File: src/cld_pkg.sv
// Shared types and constants of the command line dispatcher.
`default_nettype none
package cld_pkg;

  // Input operation codes
  localparam logic [1:0] OP_KEY = 2'd0;
  localparam logic [1:0] OP_REG = 2'd1;
  localparam logic [1:0] OP_FWD = 2'd2;

  // Result kinds
  localparam logic [1:0] KIND_ECHO     = 2'd0;
  localparam logic [1:0] KIND_DISPATCH = 2'd1;
  localparam logic [1:0] KIND_REJECT   = 2'd2;

  // Characters
  localparam logic [7:0] CH_PCT = 8'd37;
  localparam logic [7:0] CH_CR  = 8'd13;
  localparam logic [7:0] CH_LF  = 8'd10;
  localparam logic [7:0] CH_BS  = 8'd8;
  localparam logic [7:0] CH_DEL = 8'd127;
  localparam logic [7:0] CH_SP  = 8'd32;
  localparam logic [7:0] CH_NUL = 8'd0;

  typedef struct packed {
    logic [1:0] op;
    logic [7:0] char_code;
    logic [7:0] sender_pid;
    logic       last_char;
  } in_word_t;

  typedef struct packed {
    logic [1:0] kind;
    logic [7:0] echo_code;
    logic [7:0] target_pid;
    logic       run_end;
  } out_word_t;

  // Commands handed from front to back
  typedef enum logic [2:0] {
    CODE_NONE,
    CODE_ECHO,
    CODE_CR,
    CODE_FWD,
    CODE_COMMIT,
    CODE_REJECT
  } code_t;

  typedef struct packed {
    code_t      code;
    logic [7:0] char_code;
    logic [7:0] pid;
    logic [3:0] plen;
  } cld_ctl_t;

  typedef enum logic [1:0] {
    B_IDLE,
    B_READ,
    B_CMP,
    B_OUT
  } back_state_t;

endpackage
`default_nettype wire

File: src/cld_front.sv
// Front end: edits lines, tracks registrations and classifies each word.
`default_nettype none
module cld_front #(
  parameter int LINE_LEN = 64,
  parameter int NUM_CMDS = 16,
  parameter int CMD_LEN  = 3,
  parameter int HEAD     = CMD_LEN + 2,
  parameter int DATA_W   = HEAD * 8
) (
  input  wire logic              clk,
  input  wire logic              rst_n,
  input  wire logic              acc,
  input  cld_pkg::in_word_t      in_word,
  output logic                   push,
  output cld_pkg::cld_ctl_t      push_ctl,
  output logic [DATA_W-1:0]      push_data
);
  import cld_pkg::*;

  localparam int LW  = $clog2(LINE_LEN + 1);
  localparam int PW  = $clog2(CMD_LEN + 2);
  localparam int CW  = $clog2(NUM_CMDS + 1);

  logic [LW-1:0] elen_r, elen_nxt, flen_r, flen_nxt;
  logic [7:0]    ehead_r [HEAD], ehead_nxt [HEAD];
  logic [7:0]    fhead_r [HEAD], fhead_nxt [HEAD];
  logic [7:0]    stage_r [CMD_LEN], stage_nxt [CMD_LEN];
  logic [PW-1:0] pos_r, pos_nxt;
  logic          bad_r, bad_nxt, bad_now;
  logic [CW-1:0] cnt_r, cnt_nxt;
  logic          ok;

  // Classify the word and update line and registration state
  always_comb begin
    elen_nxt  = elen_r;
    flen_nxt  = flen_r;
    ehead_nxt = ehead_r;
    fhead_nxt = fhead_r;
    stage_nxt = stage_r;
    pos_nxt   = pos_r;
    bad_nxt   = bad_r;
    cnt_nxt   = cnt_r;
    push      = 1'b0;
    push_ctl  = '{code: CODE_NONE, char_code: in_word.char_code,
                  pid: in_word.sender_pid, plen: 4'(pos_r)};
    push_data = '0;
    bad_now   = bad_r;
    ok        = 1'b0;
    if (acc) begin
      case (in_word.op)
        OP_KEY: begin
          push = 1'b1;
          if (in_word.char_code == CH_CR) begin
            push_ctl.code = CODE_CR;
            for (int k = 0; k < HEAD; k++)
              push_data[k*8 +: 8] = (k < int'(elen_r)) ? ehead_r[k] : CH_NUL;
            elen_nxt = '0;
          end else begin
            push_ctl.code = CODE_ECHO;
            if (in_word.char_code == CH_BS || in_word.char_code == CH_DEL) begin
              if (elen_r != '0) elen_nxt = elen_r - 1'b1;
            end else if (int'(elen_r) < LINE_LEN) begin
              for (int k = 0; k < HEAD; k++)
                if (int'(elen_r) == k) ehead_nxt[k] = in_word.char_code;
              elen_nxt = elen_r + 1'b1;
            end
          end
        end
        OP_REG: begin
          if (pos_r == '0)
            bad_now = bad_r | (in_word.char_code != CH_PCT);
          else
            bad_now = bad_r | (in_word.char_code == CH_NUL) |
                      (int'(pos_r) > CMD_LEN);
          for (int j = 0; j < CMD_LEN; j++)
            if (int'(pos_r) == j + 1) stage_nxt[j] = in_word.char_code;
          if (in_word.last_char) begin
            ok = !bad_now && pos_r != '0 && int'(pos_r) <= CMD_LEN &&
                 int'(cnt_r) < NUM_CMDS;
            pos_nxt = '0;
            bad_nxt = 1'b0;
            push    = 1'b1;
            if (ok) begin
              push_ctl.code = CODE_COMMIT;
              for (int j = 0; j < CMD_LEN; j++) push_data[j*8 +: 8] = stage_nxt[j];
              cnt_nxt = cnt_r + 1'b1;
            end else begin
              push_ctl.code = CODE_REJECT;
            end
          end else begin
            bad_nxt = bad_now;
            if (int'(pos_r) <= CMD_LEN) pos_nxt = pos_r + 1'b1;
          end
        end
        OP_FWD: begin
          if (int'(flen_r) < LINE_LEN) begin
            for (int k = 0; k < HEAD; k++)
              if (int'(flen_r) == k) fhead_nxt[k] = in_word.char_code;
            flen_nxt = flen_r + 1'b1;
          end
          if (in_word.last_char) begin
            push = 1'b1;
            push_ctl.code = CODE_FWD;
            for (int k = 0; k < HEAD; k++)
              push_data[k*8 +: 8] = (k < int'(flen_nxt)) ? fhead_nxt[k] : CH_NUL;
            flen_nxt = '0;
          end
        end
        default: begin
          push = 1'b0;
        end
      endcase
    end
  end

  // Control state
  always_ff @(posedge clk) begin
    if (!rst_n) begin
      elen_r <= '0;
      flen_r <= '0;
      pos_r  <= '0;
      bad_r  <= 1'b0;
      cnt_r  <= '0;
    end else begin
      elen_r <= elen_nxt;
      flen_r <= flen_nxt;
      pos_r  <= pos_nxt;
      bad_r  <= bad_nxt;
      cnt_r  <= cnt_nxt;
    end
  end

  // Line heads and id staging
  always_ff @(posedge clk) begin
    ehead_r <= ehead_nxt;
    fhead_r <= fhead_nxt;
    stage_r <= stage_nxt;
  end

endmodule
`default_nettype wire

File: src/cld_queue.sv
// Two-entry queue between front and back.
`default_nettype none
module cld_queue #(
  parameter int W = 8
) (
  input  wire logic         clk,
  input  wire logic         rst_n,
  input  wire logic         push,
  input  wire logic [W-1:0] push_data,
  output logic              full,
  output logic              valid,
  output logic [W-1:0]      head_data,
  input  wire logic         pop
);
  logic [W-1:0] q_r [2];
  logic         wp_r, rp_r;
  logic [1:0]   cnt_r;

  assign full      = cnt_r == 2'd2;
  assign valid     = cnt_r != 2'd0;
  assign head_data = q_r[rp_r];

  // Advance pointers and count
  always_ff @(posedge clk) begin
    if (!rst_n) begin
      wp_r  <= 1'b0;
      rp_r  <= 1'b0;
      cnt_r <= 2'd0;
    end else begin
      if (push) wp_r <= ~wp_r;
      if (pop)  rp_r <= ~rp_r;
      cnt_r <= cnt_r + {1'b0, push} - {1'b0, pop};
    end
  end

  // Store entry
  always_ff @(posedge clk) begin
    if (push) q_r[wp_r] <= push_data;
  end

endmodule
`default_nettype wire

File: src/cld_back.sv
// Back end: owns the command table, walks it for matches and emits results.
`default_nettype none
module cld_back #(
  parameter int NUM_CMDS = 16,
  parameter int CMD_LEN  = 3,
  parameter int HEAD     = CMD_LEN + 2,
  parameter int DATA_W   = HEAD * 8
) (
  input  wire logic              clk,
  input  wire logic              rst_n,
  input  wire logic              q_valid,
  input  cld_pkg::cld_ctl_t      q_ctl,
  input  wire logic [DATA_W-1:0] q_data,
  output logic                   pop,
  output logic                   out_valid,
  input  wire logic              out_stall,
  output cld_pkg::out_word_t     out_word
);
  import cld_pkg::*;

  localparam int CW  = $clog2(NUM_CMDS + 1);
  localparam int IW  = (NUM_CMDS > 1) ? $clog2(NUM_CMDS) : 1;
  localparam int LNW = $clog2(CMD_LEN + 1);
  localparam int RW  = CMD_LEN * 8;

  back_state_t       state_r, state_nxt;
  cld_ctl_t          ctl_r;
  logic [DATA_W-1:0] data_r;
  logic [CW-1:0]     cnt_r, idx_r;
  logic [RW-1:0]     mem [NUM_CMDS];
  logic [RW-1:0]     rdata_r;
  logic [LNW-1:0]    lens_r [NUM_CMDS];
  logic [7:0]        owners_r [NUM_CMDS];
  logic              hit_r, out_valid_r;
  logic [7:0]        pid_r;
  logic [1:0]        step_r;
  out_word_t         out_word_r, res;
  logic              load, walk, cmp_hit, last_idx, commit;
  logic [LNW-1:0]    n;
  logic [7:0]        after;

  assign out_valid = out_valid_r;
  assign out_word  = out_word_r;
  assign load      = state_r == B_OUT && !(ctl_r.code == CODE_FWD && !hit_r) &&
                     (!out_valid_r || !out_stall);
  assign walk      = data_r[7:0] == CH_PCT && cnt_r != '0;
  assign last_idx  = idx_r + 1'b1 == cnt_r;
  assign commit    = state_r == B_IDLE && q_valid && q_ctl.code == CODE_COMMIT;

  // Compare the fetched entry with the head of the line
  always_comb begin
    n       = lens_r[idx_r[IW-1:0]];
    cmp_hit = 1'b1;
    after   = CH_NUL;
    for (int j = 0; j < CMD_LEN; j++)
      if (j < int'(n) && rdata_r[j*8 +: 8] != data_r[(j+1)*8 +: 8]) cmp_hit = 1'b0;
    for (int k = 1; k <= CMD_LEN; k++)
      if (int'(n) == k) after = data_r[(k+1)*8 +: 8];
    cmp_hit = cmp_hit && (after == CH_NUL || after == CH_SP);
  end

  // Next state
  always_comb begin
    state_nxt = state_r;
    case (state_r)
      B_IDLE: begin
        if (q_valid) begin
          if (q_ctl.code == CODE_CR || q_ctl.code == CODE_FWD) state_nxt = B_READ;
          else if (q_ctl.code != CODE_COMMIT) state_nxt = B_OUT;
        end
      end
      B_READ: begin
        if (walk) state_nxt = B_CMP;
        else state_nxt = B_OUT;
      end
      B_CMP: begin
        if (cmp_hit || last_idx) state_nxt = B_OUT;
        else state_nxt = B_READ;
      end
      B_OUT: begin
        if (ctl_r.code == CODE_FWD && !hit_r) state_nxt = B_IDLE;
        else if (load && res.run_end) state_nxt = B_IDLE;
      end
      default: state_nxt = B_IDLE;
    endcase
  end

  // Outputs: queue pop and the result for the current step
  always_comb begin
    pop = state_r == B_IDLE && q_valid;
    res = '{kind: KIND_ECHO, echo_code: 8'd0, target_pid: 8'd0, run_end: 1'b1};
    case (ctl_r.code)
      CODE_ECHO: res.echo_code = ctl_r.char_code;
      CODE_REJECT: res.kind = KIND_REJECT;
      CODE_CR: begin
        if (step_r == 2'd0) begin
          res.echo_code = CH_CR;
          res.run_end   = 1'b0;
        end else if (step_r == 2'd1) begin
          res.echo_code = CH_LF;
          res.run_end   = !hit_r;
        end else begin
          res.kind       = KIND_DISPATCH;
          res.target_pid = pid_r;
        end
      end
      default: begin
        res.kind       = KIND_DISPATCH;
        res.target_pid = pid_r;
      end
    endcase
  end

  // Control registers
  always_ff @(posedge clk) begin
    if (!rst_n) begin
      state_r     <= B_IDLE;
      cnt_r       <= '0;
      out_valid_r <= 1'b0;
    end else begin
      state_r <= state_nxt;
      if (commit) cnt_r <= cnt_r + 1'b1;
      if (load) out_valid_r <= 1'b1;
      else if (!out_stall) out_valid_r <= 1'b0;
    end
  end

  // Entry, walk index, match result and output word
  always_ff @(posedge clk) begin
    if (pop) begin
      ctl_r  <= q_ctl;
      data_r <= q_data;
      step_r <= 2'd0;
      hit_r  <= 1'b0;
      idx_r  <= '0;
    end
    if (state_r == B_CMP) begin
      if (cmp_hit) begin
        hit_r <= 1'b1;
        pid_r <= owners_r[idx_r[IW-1:0]];
      end
      idx_r <= idx_r + 1'b1;
    end
    if (load) begin
      out_word_r <= res;
      step_r     <= step_r + 2'd1;
    end
  end

  // Table memory and per-entry fields
  always_ff @(posedge clk) begin
    if (commit) begin
      mem[cnt_r[IW-1:0]]      <= q_data[RW-1:0];
      lens_r[cnt_r[IW-1:0]]   <= LNW'(q_ctl.plen);
      owners_r[cnt_r[IW-1:0]] <= q_ctl.pid;
    end
    if (state_r == B_READ) rdata_r <= mem[idx_r[IW-1:0]];
  end

endmodule
`default_nettype wire

File: src/command_line_dispatcher.sv
// Top level of the command line dispatcher.
// Usage:
//   The input channel takes one character word per accepted transfer
//   (in_valid high, in_stall low): a keystroke, a registration character
//   or a forwarded command line character. The result channel presents
//   echo, dispatch and reject words on out_valid/out_word, held while
//   out_stall is high. run_end marks the last result of one input word.
// Flow:
//   A word passes the front end combinationally and enters a two-entry queue.
//   The back end takes one queued word at a time. An echo or reject word
//   passes the queue, the entry register and the output register. A carriage
//   return or the last forwarded character walks the command table, one memory
//   read and one compare per registered command, stopping at the first hit,
//   then emits its results one per cycle while out_stall is low.
// Reset:
//   Synchronous active-low reset empties the lines, the table and the queue.
// Stall:
//   A stalled result holds the back end; the queue fills and in_stall rises.
`default_nettype none
module command_line_dispatcher #(
  parameter int LINE_LEN = 64,
  parameter int NUM_CMDS = 16,
  parameter int CMD_LEN  = 3
) (
  input  wire logic          clk,
  input  wire logic          rst_n,
  input  wire logic          in_valid,
  output logic               in_stall,
  input  cld_pkg::in_word_t  in_word,
  output logic               out_valid,
  input  wire logic          out_stall,
  output cld_pkg::out_word_t out_word
);
  import cld_pkg::*;

  localparam int HEAD   = CMD_LEN + 2;
  localparam int DATA_W = HEAD * 8;
  localparam int QW     = $bits(cld_ctl_t) + DATA_W;

  logic              push, q_full, q_valid, pop;
  cld_ctl_t          push_ctl, q_ctl;
  logic [DATA_W-1:0] push_data, q_data;
  logic [QW-1:0]     q_head;

  assign in_stall = q_full;
  assign q_ctl    = q_head[QW-1 -: $bits(cld_ctl_t)];
  assign q_data   = q_head[DATA_W-1:0];

  cld_front #(.LINE_LEN(LINE_LEN), .NUM_CMDS(NUM_CMDS), .CMD_LEN(CMD_LEN),
              .HEAD(HEAD), .DATA_W(DATA_W)) u_front (
    .clk(clk), .rst_n(rst_n), .acc(in_valid && !q_full), .in_word(in_word),
    .push(push), .push_ctl(push_ctl), .push_data(push_data)
  );

  cld_queue #(.W(QW)) u_queue (
    .clk(clk), .rst_n(rst_n), .push(push), .push_data({push_ctl, push_data}),
    .full(q_full), .valid(q_valid), .head_data(q_head), .pop(pop)
  );

  cld_back #(.NUM_CMDS(NUM_CMDS), .CMD_LEN(CMD_LEN), .HEAD(HEAD),
             .DATA_W(DATA_W)) u_back (
    .clk(clk), .rst_n(rst_n), .q_valid(q_valid), .q_ctl(q_ctl), .q_data(q_data),
    .pop(pop), .out_valid(out_valid), .out_stall(out_stall), .out_word(out_word)
  );

endmodule
`default_nettype wire

File: config.mk
export PLATFORM = sky130hd
export DESIGN_NAME = command_line_dispatcher
export DESIGN_NICKNAME = d
export VERILOG_FILES = /design/src/cld_pkg.sv /design/src/cld_front.sv /design/src/cld_queue.sv /design/src/cld_back.sv /design/src/command_line_dispatcher.sv
export SDC_FILE = /design/constraint.sdc
export NUM_CORES = 1
export LEC_CHECK = 0
export ABC_AREA = 1
export BUFFER_PORTS_ARGS = -buffer_cell sky130_fd_sc_hd__buf_2
export CELL_PAD_IN_SITES_DETAIL_PLACEMENT = 0
export CELL_PAD_IN_SITES_GLOBAL_PLACEMENT = 1
export CORE_AREA = 2 2 252 502
export CTS_BUF_LIST = sky130_fd_sc_hd__clkbuf_16
export DETAILED_ROUTE_END_ITERATION = 8
export DIE_AREA = 0 0 254 504
export GPL_TIMING_DRIVEN = 1
export PLACE_DENSITY_LB_ADDON = 0.1
export SLEW_MARGIN = 0
export SYNTH_ARGS = -nofsm -noshare
export SYNTH_HDL_FRONTEND = slang
export SYNTH_SLANG_ARGS = --single-unit
export TNS_END_PERCENT = 1
File: constraint.sdc
create_clock -name clk -period 6 [get_ports clk]
set_input_delay 0.9 -clock clk [delete_from_list [all_inputs] [get_ports clk]]
set_output_delay 0.9 -clock clk [all_outputs]
set_load 0.05 [all_outputs]
==> load_flow_metrics.sql <==
INSERT INTO impl_metrics (metric_group, metric, value, unit) VALUES
('yosys', 'synth_largest_area_cell', 'edfxtp_1', ''),
('placed_design', 'gp_routability_congestion', '0.857', ''),
('grt', 'grt_first_pass_wirelength', '167000', 'µm'),
('job', 'cap_viol_max_count', '0', ''),
('outcome', 'status', 'finished, final reports clean', ''),
('detailed_routing', 'route.antenna.remaining_nets', '0', ''),
('die', 'design.die.area', '128000', 'µm²'),
('worst_setup_path', 'critPathKind', 'reg2reg', ''),
('cts', 'ctsHoldBuffers', '0', ''),
('detailed_routing', 'initialDrtViolationCount', '1489', ''),
('worst_setup_path', 'slowest_delay', '1.05', 'ns'),
('die', 'floorplan.initialDensity', '29.7', '%'),
('yosys', 'synth_sequential_area_ratio', '73.3', '%'),
('cts', 'cts.repair.resized', '0', ''),
('yosys', 'yosys_most_used_dff', 'edfxtp_1', ''),
('worst_setup_path', 'start_kind', 'register', ''),
('cts', 'post_cts_buffers', '0', ''),
('die', 'fp.dieH', '504', 'µm'),
('sta', 'hold_viol_final', '0', ''),
('detailed_routing', 'avgRoutedWirePerCell', '24.9', 'µm'),
('worst_setup_path', 'worst_ep_required_time', '6.36', 'ns'),
('worst_setup_path', 'timing.critical_path.to_type', 'register', ''),
('power', 'p_leak', '0.0138', 'µW'),
('cts', 'cts.htree.levels', '3', ''),
('grt', 'grt_antenna_before_repair', '2', ''),
('placed_design', 'port_buffers', '43', ''),
('placed_design', 'detailed_place_hpwl', '74000', 'µm'),
('cts', 'tritoncts', 'yes', ''),
('worst_setup_path', 'wp_buf_inv', '3', ''),
('sta', 'hold-worst-slack', '0.422', 'ns'),
('cts', 'clk_pin_slew', '0.06', 'ns'),
('final_layout', 'finalNetCount', '2975', ''),
('sta', 'layout_worst_path_cycle_share', '60.1', '%'),
('sta', 'setup-violations-final', '0', ''),
('detailed_routing', 'highest-signal-layer', 'met4', ''),
('sta', 'timing.final.max_slew_violations', '0', ''),
('grt', 'grtUsageTotal', '18.2', '%'),
('grt', 'vias_in_the_first_global_route', '23500', ''),
('worst_setup_path', 'arrival', '3.97', 'ns'),
('detailed_routing', 'metal_1_wl', '42100', 'µm'),
('sta', 'timing_worst_slew_pin_value', '1.33', 'ns'),
('die', 'core.rowCount', '183', ''),
('sta', 'setup_tns_after_final_layout', '0', 'ns'),
('sta', 'timing.clock.skew', '0.0274', 'ns'),
('yosys', 'synth_edf_count', '874', ''),
('min_path', 'min-delay-path-class', 'in2reg', ''),
('grt', 'grt_overflow', '0', ''),
('power', 'power_density', '427', 'nW/µm²'),
('detailed_routing', 'drc', '0', ''),
('sta', 'max_freq', '277', 'MHz'),
('cts', 'max-clock-path-buffers', '3', ''),
('cts', 'root_buffer_master', 'clkbuf_16', ''),
('yosys', 'post_synth_num_cell_types', '48', ''),
('detailed_routing', 'drt_pass1_iterations', '5', ''),
('yosys', 'ys_seq_elements', '915', ''),
('yosys', 'synth_top_cells_by_area', 'edfxtp_1 71%, o21ai_0 4.8%, nor2_1 4.3%, nand2_1 2.7%, o22ai_1 2.6%', ''),
('grt', 'grt_max_degree', '132', ''),
('die', 'die_w', '254', 'µm'),
('yosys', 'yosysWarningCount', '0', ''),
('sta', 'timing.max_slew.rel_slack', '11.5', '%'),
('yosys', 'synthDominantCellAreaShare', '71.1', '%'),
('detailed_routing', 'met3RoutedLength', '3060', 'µm'),
('yosys', 'cells_after_synthesis', '2890', ''),
('yosys', 'mappedNetlistNets', '2941', ''),
('worst_setup_path', 'worst_path_fanout_max', '40', ''),
('detailed_routing', 'avgViaCountPerCell', '4.85', ''),
('cts', 'clock_sink_count', '915', ''),
('final_layout', 'final_core_utilization', '33.7', '%'),
('cts', 'clk_latency', '0.68', 'ns'),
('worst_setup_path', 'crit_family', 'simple AND/OR/NAND/NOR gates', ''),
('worst_setup_path', 'worstPathCellList', 'buf_4 > nand2_1 > o21ai_0 > nor3_2 > nand2_1 > inv_2 > nand2_1 > nor2_4 > buf_4', '');
report_power, final:
| part | switching, µW | total (µW) | internal [µW] |
|---|---|---|---|
| Combinational | 3300 | 4480 | 1180 |
| Sequential | 299 | 8070 | 7770 |
| Clock | 2460 | 5280 | 2820 |
layout make-up:
type | instances | area, µm²
Timing Repair Buffer | 89 | 573
Fill cell | 12400 | 82300
Sequential cell | 915 | 27100
Clock buffer | 87 | 2180
Tap cell | 1665 | 2080
Multi-Input combinational cell | 1655 | 8720
Clock inverter | 68 | 459
Inverter | 178 | 682
Antenna cell | 1 | 2.50
kinds of logic (layout without fill, tap and decap cells):
| kind of cell | Yosys count | count (layout) | share of synthesized area [%] |
|---|---|---|---|
| AOI/OAI and AO/OA | 664 | 664 | 9.71 |
| xor gates and xnor gates | 38 | 38 | 0.902 |
| adders and majority gates | 28 | 28 | 0.949 |
| buffers and inverters | 320 | 422 | 3.43 |
| DFF | 915 | 915 | 73.3 |
| muxes | 58 | 58 | 1.77 |
| other | 0 | 1 | 0 |
| and+or+nand+nor | 867 | 867 | 9.89 |
sequential cells by signal, indices dropped and copies added, names as in the netlist, 2 cells and up, named ones only:
signal and count:
u_front.flen_r 7, u_queue.q_r 120, u_back.pid_r 8, u_back.ctl_r 11, u_back.out_word 19, u_back.rdata_r 24
u_back.step_r 2, u_back.mem 384, u_front.cnt_r 5, u_back.data_r 39, u_front.stage_r 24, u_queue.cnt_r 2
u_front.pos_r 3, u_back.owners_r 128, u_front.ehead_r 39, u_front.elen_r 7, u_back.lens_r 32, u_back.cnt_r 5
u_back.idx_r 5, u_back.state_r 2, u_front.fhead_r 39
final timing paths:
path	from	cells after the start	end	slack [ns]
worst max-delay path	register	9	u_back.mem[8][8]	2.40
worst min-delay path	in_word[7]	1	u_queue.q_r[1][49]	0.42
worst min register to register	u_queue.rp_r	1	register	0.45
worst max register to register	register	9	u_back.mem[8][8]	2.40
stage by stage:
stage	area [µm²]	setup WS [ns]	total power (µW)	cells
2_1_floorplan	36900	0.850	10900	2890
3_3_place_gp	39100	1.97	12800	4502
3_5_place_dp	39100	2.00	12800	4502
4_1_cts	41800	2.22	18200	4657
5_1_grt	41800	2.09	18700	4658
6_report	41800	2.40	17800	4658
worst register-to-register path: stages, from the launching register on:
cell and delay [ns]:
dfxtp_4 0.44, buf_4 0.34, nand2_1 0.13, o21ai_0 0.16, nor3_2 0.24, nand2_1 0.15
inv_2 0.13, nand2_1 0.24, nor2_4 1.05, buf_4 0.41
layer usage:
metal  track usage [%]  vias to the layer above
met4              7.97                        0
met1              19.0                    11500
met5                 0                        -
met2              35.5                      414
met3              2.17                      159
li1                  -                    10500
layout by cell type, fill, tap and decap left out, drive strengths merged, types with 19 or more instances in the layout:
cell | Yosys | layout
clkinv | 8 | 47
o21ai | 360 | 360
nor2 | 436 | 436
nand3 | 108 | 108
dfxtp | 41 | 41
clkbuf | 99 | 87
buf | 43 | 89
ha | 28 | 28
nand2 | 275 | 275
edfxtp | 874 | 874
o22ai | 156 | 156
nor3 | 19 | 19
mux2 | 58 | 58
a21oi | 127 | 127
xnor2 | 23 | 23
inv | 170 | 186
Note: power is estimated with default switching activity, not from simulation.
